[config.mk]
export PLATFORM = sky130hd
export DESIGN_NAME = vector_terminal_stream_decoder_core
export DESIGN_NICKNAME = d
export VERILOG_FILES = /design/src/rtl/core/vtsd_pkg.sv /design/src/rtl/core/vtsd_scale.sv /design/src/rtl/core/vtsd_decode.sv /design/src/rtl/core/vector_terminal_stream_decoder_core.sv
export SDC_FILE = /design/constraint.sdc
export NUM_CORES = 2
export LEC_CHECK = 0
export ABC_AREA = 1
export BUFFER_PORTS_ARGS = -buffer_cell sky130_fd_sc_hd__buf_2
export CAP_MARGIN = 10
export CORE_MARGIN = 3
export CORE_UTILIZATION = 43
export DETAILED_ROUTE_END_ITERATION = 6
export PLACE_DENSITY = 0.57
export SETUP_SLACK_MARGIN = 0.02
export SLEW_MARGIN = 20
export SYNTH_ARGS = -nofsm -noshare
export SYNTH_HDL_FRONTEND = slang
export SYNTH_SLANG_ARGS = --single-unit
[constraint.sdc]
create_clock -name clk -period 9.6 [get_ports clk]
set_input_delay 0.96 -clock clk [delete_from_list [all_inputs] [get_ports clk]]
set_output_delay 0.96 -clock clk [all_outputs]
set_load 0.005 [all_outputs]
[src/rtl/core/vtsd_pkg.sv]
// ----------------------------------------------------------------------------
// vtsd_pkg
// Shared types, codes and helpers of the vector terminal stream decoder.
// ----------------------------------------------------------------------------
package vtsd_pkg;

    localparam int POS_W   = 21;
    localparam int COORD_W = 12;
    localparam int SCALE_W = 24;
    localparam int OFS_W   = 16;
    localparam int CW_W    = 8;
    localparam int CFG_IDX_W  = 2;
    localparam int CFG_DATA_W = 24;

    localparam logic signed [POS_W:0] POS_MAX = 22'sd1048575;
    localparam logic signed [POS_W:0] POS_MIN = -22'sd1048576;
    localparam logic signed [COORD_W:0] Y_FLIP = 13'sd3120;

    localparam logic [7:0] CHR_BEL = 8'd7;
    localparam logic [7:0] CHR_ESC = 8'd27;
    localparam logic [7:0] CHR_GS  = 8'd29;
    localparam logic [7:0] CHR_US  = 8'd31;

    localparam logic [1:0] GRP_HIGH  = 2'b01;
    localparam logic [1:0] GRP_LOW_X = 2'b10;
    localparam logic [1:0] GRP_LOW_Y = 2'b11;

    typedef enum logic [1:0] {
        ACT_CHAR = 2'd0,
        ACT_MOVE = 2'd1,
        ACT_LINE = 2'd2
    } action_t;

    typedef enum logic [CFG_IDX_W-1:0] {
        REG_COORD_SCALE = 2'd0,
        REG_X_OFFSET    = 2'd1,
        REG_Y_OFFSET    = 2'd2,
        REG_CHAR_WIDTH  = 2'd3
    } cfg_reg_t;

    typedef struct packed {
        logic                    graph_mode;
        logic                    pen_up;
        logic                    low_y_seen;
        logic                    skip_next;
        logic [4:0]              high_x;
        logic [4:0]              high_y;
        logic [4:0]              low_y;
        logic [3:0]              extra_bits;
        logic [3:0]              extra_bits_saved;
        logic signed [POS_W-1:0] cursor_x;
        logic signed [POS_W-1:0] cursor_y;
    } state_t;

    localparam state_t STATE_RESET = '{
        graph_mode:       1'b0,
        pen_up:           1'b1,
        low_y_seen:       1'b0,
        skip_next:        1'b0,
        high_x:           5'd0,
        high_y:           5'd0,
        low_y:            5'd0,
        extra_bits:       4'd0,
        extra_bits_saved: 4'd0,
        cursor_x:         21'sd0,
        cursor_y:         21'sd0
    };

    typedef struct packed {
        logic                    emit;
        action_t                 action;
        logic signed [POS_W-1:0] x;
        logic signed [POS_W-1:0] y;
        logic [6:0]              code;
    } result_t;

    function automatic logic signed [POS_W-1:0] sat_pos(input logic signed [POS_W:0] v);
        logic signed [POS_W-1:0] r;
        if (v > POS_MAX)
            r = POS_MAX[POS_W-1:0];
        else if (v < POS_MIN)
            r = POS_MIN[POS_W-1:0];
        else
            r = v[POS_W-1:0];
        return r;
    endfunction

endpackage

[src/rtl/core/vtsd_scale.sv]
// ----------------------------------------------------------------------------
// vtsd_scale
// Q8.16 scaling of one signed coordinate, rounded, truncated toward zero.
// ----------------------------------------------------------------------------
module vtsd_scale (
    input  logic signed [vtsd_pkg::COORD_W:0]   coord,
    input  logic [vtsd_pkg::SCALE_W-1:0]        coord_scale,
    output logic signed [vtsd_pkg::POS_W-1:0]   pixel
);
    import vtsd_pkg::*;

    logic signed [37:0] prod;
    logic signed [37:0] num;
    logic               round_up;
    logic [POS_W:0]     quot;

    assign prod     = 38'(coord) * 38'($signed({1'b0, coord_scale}));
    assign num      = prod + 38'sd32768;
    assign round_up = num[37] && (num[15:0] != 16'd0);
    assign quot     = num[37:16] + {{POS_W{1'b0}}, round_up};
    assign pixel    = quot[POS_W-1:0];

endmodule

[src/rtl/core/vtsd_decode.sv]
// ----------------------------------------------------------------------------
// vtsd_decode
// Byte parser: next parser state and the drawing result of one stream byte.
// ----------------------------------------------------------------------------
module vtsd_decode (
    input  vtsd_pkg::state_t              state,
    input  logic [7:0]                    stream_byte,
    input  logic                          last_byte,
    input  logic [vtsd_pkg::SCALE_W-1:0]  coord_scale,
    input  logic [vtsd_pkg::CW_W-1:0]     char_width,
    output vtsd_pkg::state_t              state_next,
    output vtsd_pkg::result_t             result
);
    import vtsd_pkg::*;

    logic [4:0]               v;
    logic [COORD_W-1:0]       xc;
    logic [COORD_W-1:0]       yc;
    logic signed [COORD_W:0]  dx;
    logic signed [COORD_W:0]  dy;
    logic signed [POS_W-1:0]  px;
    logic signed [POS_W-1:0]  py;
    logic signed [POS_W:0]    nx;
    logic signed [POS_W-1:0]  adv_x;
    state_t                   ns;

    assign v  = stream_byte[4:0];
    assign xc = {state.high_x, v, state.extra_bits[1:0]};
    assign yc = {state.high_y, state.low_y, state.extra_bits[3:2]};
    assign dx = $signed({1'b0, xc});
    assign dy = Y_FLIP - $signed({1'b0, yc});
    assign nx = {state.cursor_x[POS_W-1], state.cursor_x}
              + $signed({{(POS_W+1-CW_W){1'b0}}, char_width});
    assign adv_x = (nx > POS_MAX) ? POS_MAX[POS_W-1:0] : nx[POS_W-1:0];

    vtsd_scale u_scale_x (
        .coord       (dx),
        .coord_scale (coord_scale),
        .pixel       (px)
    );

    vtsd_scale u_scale_y (
        .coord       (dy),
        .coord_scale (coord_scale),
        .pixel       (py)
    );

    always_comb
    begin
        ns     = state;
        result = '{emit: 1'b0, action: ACT_CHAR, x: state.cursor_x,
                   y: state.cursor_y, code: 7'd0};
        priority if (state.skip_next)
        begin
            ns.skip_next = 1'b0;
        end
        else if (stream_byte == CHR_BEL)
        begin
            ns = state;
        end
        else if (stream_byte == CHR_US)
        begin
            ns.graph_mode = 1'b0;
        end
        else if (stream_byte == CHR_GS)
        begin
            ns.graph_mode = 1'b1;
            ns.pen_up     = 1'b1;
            ns.low_y_seen = 1'b0;
        end
        else if (stream_byte == CHR_ESC)
        begin
            ns.skip_next = 1'b1;
        end
        else if (stream_byte[7] || (stream_byte[6:5] == 2'b00))
        begin
            ns = state;
        end
        else if (!state.graph_mode)
        begin
            result.emit = 1'b1;
            result.code = stream_byte[6:0];
            ns.cursor_x = adv_x;
        end
        else
        begin
            unique case (stream_byte[6:5])
                GRP_HIGH:
                begin
                    if (state.low_y_seen)
                        ns.high_x = v;
                    else
                        ns.high_y = v;
                end
                GRP_LOW_X:
                begin
                    ns.cursor_x   = px;
                    ns.cursor_y   = py;
                    ns.pen_up     = 1'b0;
                    ns.low_y_seen = 1'b0;
                    result.emit   = 1'b1;
                    result.action = state.pen_up ? ACT_MOVE : ACT_LINE;
                    result.x      = px;
                    result.y      = py;
                end
                GRP_LOW_Y:
                begin
                    ns.low_y = v;
                    if (state.low_y_seen)
                        ns.extra_bits = state.extra_bits_saved;
                    else
                        ns.extra_bits_saved = v[3:0];
                    ns.low_y_seen = 1'b1;
                end
                default:
                begin
                    ns = state;
                end
            endcase
        end
        state_next = last_byte ? STATE_RESET : ns;
    end

endmodule

[src/rtl/core/vector_terminal_stream_decoder_core.sv]
// ----------------------------------------------------------------------------
// vector_terminal_stream_decoder_core
// Vector terminal graphics stream decoder: one byte in, zero or one drawing
// item out (character, pen move or line), with scaled and offset positions.
// ----------------------------------------------------------------------------
//  channel | handshake           | payload
//  --------+---------------------+--------------------------------------------
//  in      | in_valid / in_stall | stream_byte, last_byte
//  out     | out_valid/out_stall | action, pos_x, pos_y, char_code
//  cfg     | cfg_valid/cfg_ready | cfg_index, cfg_data
//
//  One byte per cycle sustained while no result is stalled. Each byte is
//  parsed and scaled in a single pass from the input register to the result
//  register, two 13x24 multipliers setting the path length.
//  Reset loads the register reset values and the parser idle state.
//  A stalled result holds the output register; a result-making byte then
//  waits in the input register, with in_stall high, until the result is taken.
// ----------------------------------------------------------------------------
module vector_terminal_stream_decoder_core (
    input  logic                               clk,
    input  logic                               rst_n,
    input  logic                               in_valid,
    output logic                               in_stall,
    input  logic [7:0]                         stream_byte,
    input  logic                               last_byte,
    output logic                               out_valid,
    input  logic                               out_stall,
    output logic [1:0]                         action,
    output logic signed [vtsd_pkg::POS_W-1:0]  pos_x,
    output logic signed [vtsd_pkg::POS_W-1:0]  pos_y,
    output logic [6:0]                         char_code,
    input  logic                               cfg_valid,
    output logic                               cfg_ready,
    input  logic [vtsd_pkg::CFG_IDX_W-1:0]     cfg_index,
    input  logic [vtsd_pkg::CFG_DATA_W-1:0]    cfg_data
);
    import vtsd_pkg::*;

    logic [SCALE_W-1:0]       coord_scale_reg;
    logic signed [OFS_W-1:0]  x_offset_reg;
    logic signed [OFS_W-1:0]  y_offset_reg;
    logic [CW_W-1:0]          char_width_reg;

    logic                     in_valid_reg;
    logic [7:0]               byte_reg;
    logic                     last_reg;

    state_t                   state_reg;
    state_t                   state_next;
    result_t                  result;

    logic                     out_valid_reg;
    logic                     out_valid_next;
    action_t                  action_reg;
    logic signed [POS_W-1:0]  pos_x_reg;
    logic signed [POS_W-1:0]  pos_y_reg;
    logic [6:0]               char_code_reg;

    logic                     advance;
    logic                     in_take;
    logic signed [POS_W:0]    sum_x;
    logic signed [POS_W:0]    sum_y;

    vtsd_decode u_decode (
        .state       (state_reg),
        .stream_byte (byte_reg),
        .last_byte   (last_reg),
        .coord_scale (coord_scale_reg),
        .char_width  (char_width_reg),
        .state_next  (state_next),
        .result      (result)
    );

    assign advance  = in_valid_reg && (!result.emit || !out_valid_reg || !out_stall);
    assign in_stall = in_valid_reg && !advance;
    assign in_take  = in_valid && !in_stall;
    assign cfg_ready = 1'b1;

    assign sum_x = {result.x[POS_W-1], result.x}
                 + (POS_W+1)'(x_offset_reg);
    assign sum_y = {result.y[POS_W-1], result.y}
                 + (POS_W+1)'(y_offset_reg);

    always_comb
    begin
        if (advance && result.emit)
            out_valid_next = 1'b1;
        else
            out_valid_next = out_valid_reg && out_stall;
    end

    always_ff @(posedge clk or negedge rst_n)
    begin
        if (!rst_n)
        begin
            coord_scale_reg <= 24'd16384;
            x_offset_reg    <= '0;
            y_offset_reg    <= '0;
            char_width_reg  <= 8'd8;
        end
        else if (cfg_valid && cfg_ready)
        begin
            unique case (cfg_reg_t'(cfg_index))
                REG_COORD_SCALE: coord_scale_reg <= cfg_data[SCALE_W-1:0];
                REG_X_OFFSET:    x_offset_reg    <= cfg_data[OFS_W-1:0];
                REG_Y_OFFSET:    y_offset_reg    <= cfg_data[OFS_W-1:0];
                REG_CHAR_WIDTH:  char_width_reg  <= cfg_data[CW_W-1:0];
                default:         coord_scale_reg <= coord_scale_reg;
            endcase
        end
    end

    always_ff @(posedge clk or negedge rst_n)
    begin
        if (!rst_n)
        begin
            in_valid_reg  <= 1'b0;
            state_reg     <= STATE_RESET;
            out_valid_reg <= 1'b0;
        end
        else
        begin
            if (in_take)
                in_valid_reg <= 1'b1;
            else if (advance)
                in_valid_reg <= 1'b0;
            if (advance)
                state_reg <= state_next;
            out_valid_reg <= out_valid_next;
        end
    end

    always_ff @(posedge clk)
    begin
        if (in_take)
        begin
            byte_reg <= stream_byte;
            last_reg <= last_byte;
        end
        if (advance && result.emit)
        begin
            action_reg    <= result.action;
            pos_x_reg     <= sat_pos(sum_x);
            pos_y_reg     <= sat_pos(sum_y);
            char_code_reg <= result.code;
        end
    end

    assign out_valid = out_valid_reg;
    assign action    = action_reg;
    assign pos_x     = pos_x_reg;
    assign pos_y     = pos_y_reg;
    assign char_code = char_code_reg;

`ifndef NO_ASSERTIONS
    a_last_clears: assert property (@(posedge clk) disable iff (!rst_n)
        (advance && last_reg) |=> (!state_reg.graph_mode && state_reg.pen_up
            && !state_reg.skip_next && !state_reg.low_y_seen))
        else $error("parser state not cleared after last byte");

    a_code_only_char: assert property (@(posedge clk) disable iff (!rst_n)
        (out_valid && (action != ACT_CHAR)) |-> (char_code == 7'd0))
        else $error("char_code set on a move or line item");

    a_no_drop: assert property (@(posedge clk) disable iff (!rst_n)
        (out_valid && out_stall) |=> out_valid)
        else $error("stalled result item lost");

    a_skip_consumes: assert property (@(posedge clk) disable iff (!rst_n)
        (advance && state_reg.skip_next) |-> !result.emit)
        else $error("dropped byte produced a result");
`endif

endmodule

==> reports/qor.yml <==
core-area_um2: 74700
tritoncts: "yes"
drc: 0
critPathLaunchType: "register"
synth_cells: 4361
hold_ws_ns: 0.471
io_buffers: 92
regArea_um2: 5180
mostFrequentLayoutCell: "nand2_1"
endpoint_kind: "register"
dieHeight_um: 281
detail-route-antenna-nets: 0
clkSinkCount: 195
reg2reg_setup_slack_ns: 0.23
layout_common_cells: "nand2_1 (1244), inv_1 (889), fa_1 (460)"
h-tree-depth: 4
finalClockSkew_ns: 0.0153
cap_violations: 0
layout_setup_ws_ns: 0.233
grt_use_total: 0.255
layout.nets: 5309
syn_avg_cell_area_um2: 7.45
path_delay_family: "adder cells"
dpl_worst_slack_ns: -0.145
fin_tns_setup_ns: 0
synth_seq_area_share: 0.159
final.period_utilization: 0.976
slowest_stage: "fa_1"
area_growth_pct: 12.6
io_pins: 94
finalHoldViolCount: 0
hp-class: "in2async"
drt_first_pass_iters: 5
setup_viol: 0
wirelength_um: 98700
placedCellCount: 5446
grt_first_pass_wirelength_um: 157000
synth_seq_cells: 195
multiInputGateArea_um2: 23900
status: "completed"
slew_violations: 0
period_needed_ns: 9.37
syn_nets: 5139
antenna_found_initial: 0
synth-edff-count: 60
synthArstFlopShare: 0.692
critical_path_arrival_ns: 9.60
start_util: 0.435
cts_root_buf: "clkbuf_16"
drt_iter0_markers: 1670
fp-row-count: 100
hpwl_um: 80800
worstPathMaxFanout: 5
first_global_vias: 28200
rsz0062_at_grt: "true"
instances_no_fill: 5513
insertion_delay_ns: 0.48
ys.flop_type: "dfrtp_1"
slew_headroom: 0.236
die_w_um: 281
required_ns: 9.83
clkSlewWorstSetupHoldPaths_ns: 0.10
avgRoutedWirePerCell_um: 17.9
vias_per_cell: 5.09
largest_reg_flops: 69
worst_slew_pin_slew_ns: 1.15
antenna_cells: 0
place.gp.congestion: 0.929
grt.overflow.total: 0
die_area_um2: 78900
cts_buffers: 17
slowest_delay_ns: 0.53
worstSetupPathType: "reg2reg"
worst-path-buf-inv: 10
cp_common_cell: "nand2_2"
drive_gt1_frac: 0.116
ys_types: 63
timing.fmax_ghz: 0.107
vias: 28100
synth_area_um2: 32500
yosysWarnings: 0
ctsHoldBuffers: 0
clk_path_buf_depth: 2
grt_max_degree: 73
fill_cells: 7477
synthesized netlist by cell type, types with 5 or more instances:
cell type	instances	area (um^2)
nand2_1	1285	4820
inv_1	903	3390
fa_1	465	9310
nor2_1	296	1110
ha_1	273	3420
o21ai_0	194	971
nand3_1	151	756
a21oi_1	139	696
dfrtp_1	132	3300
clkbuf_1	130	488
edfxtp_1	60	1800
nand4_1	41	257
xor2_1	38	333
nor3_1	32	160
xnor2_1	30	263
or2_2	19	119
o21bai_1	16	120
o21ai_1	12	60.1
a21o_1	11	82.6
and2_1	9	56.3
buf_2	9	45.0
nor2_2	9	56.3
nor4_1	8	50.1
a31oi_1	7	43.8
nand2_2	7	43.8
buf_1	6	22.5
nand3b_1	6	45.0
o21a_1	6	45.0
nor3_2	5	50.1
o211ai_1	5	37.5
o221ai_1	5	43.8
stage by stage:
| step | area [um^2] | utilization |
|---|---|---|
| 6_report | 36600 | 0.490 |
| 5_1_grt | 36600 | 0.490 |
| 4_1_cts | 35700 | 0.477 |
| 3_5_place_dp | 34900 | 0.468 |
| 3_3_place_gp | 34900 | 0.467 |
| 2_1_floorplan | 32500 | - |
cells by family after synthesis:
family,after synthesis,synth area share
AO/OA/AOI/OAI,412,0.0690
buffers and inverters,1063,0.125
adder cells (fa/ha/maj),738,0.392
multiplexers,3,0.000924
AND/OR/NAND/NOR,1880,0.235
other,1,0.000115
XOR/XNOR,69,0.0188
flip-flops,195,0.159
worst reg2reg max path, delay by kind of cell, from the launching register on:
kind                     cells  cell delay, ns
AO/OA/AOI/OAI                8            1.14
XOR/XNOR                     1            0.16
adder cells (fa/ha/maj)     11            4.20
buffers and inverters       10            0.98
flip-flops                   1            0.45
AND/OR/NAND/NOR             25            2.19
area by class of cell:
class                      count  area share
timing repair buffer         304      0.0612
multi-input combinational   3105       0.653
clock buffer                  17      0.0116
tap                          969      0.0331
inverter                     908      0.0933
clock inverter                15     0.00575
sequential                   195       0.142
timing repair:
item	CTS	global route
setup endpoints to repair	20	21
cloned	0	8
buffers inserted	7	19
gates resized for setup	13	164
pin swaps	2	42
layer usage:
metal	part of all wire	vias to the layer above	routed length, um	GRT usage
li1	-	13500	-	-
met2	0.48	635	47700	0.439
met3	0.042	112	4180	0.0225
met5	0	-	0	0
met1	0.45	13800	44400	0.351
met4	0.024	0	2340	0.0561
path summary, 6_finish.rpt:
check                              start             to  cells past startpoint
setup / recovery           state_reg[48]       pos_y[2]                     55
hold / removal                     rst_n  state_reg[40]                      1
setup reg to reg           state_reg[48]       pos_y[2]                     55
hold reg to reg            state_reg[20]  state_reg[20]                      2
max in group asynchronous          rst_n  state_reg[17]                      2
min in group clk           state_reg[20]  state_reg[20]                      2
Power is left out: the tool's default activity adds up to more than one toggle a clock period on the data nets, which glitch-free logic cannot reach.
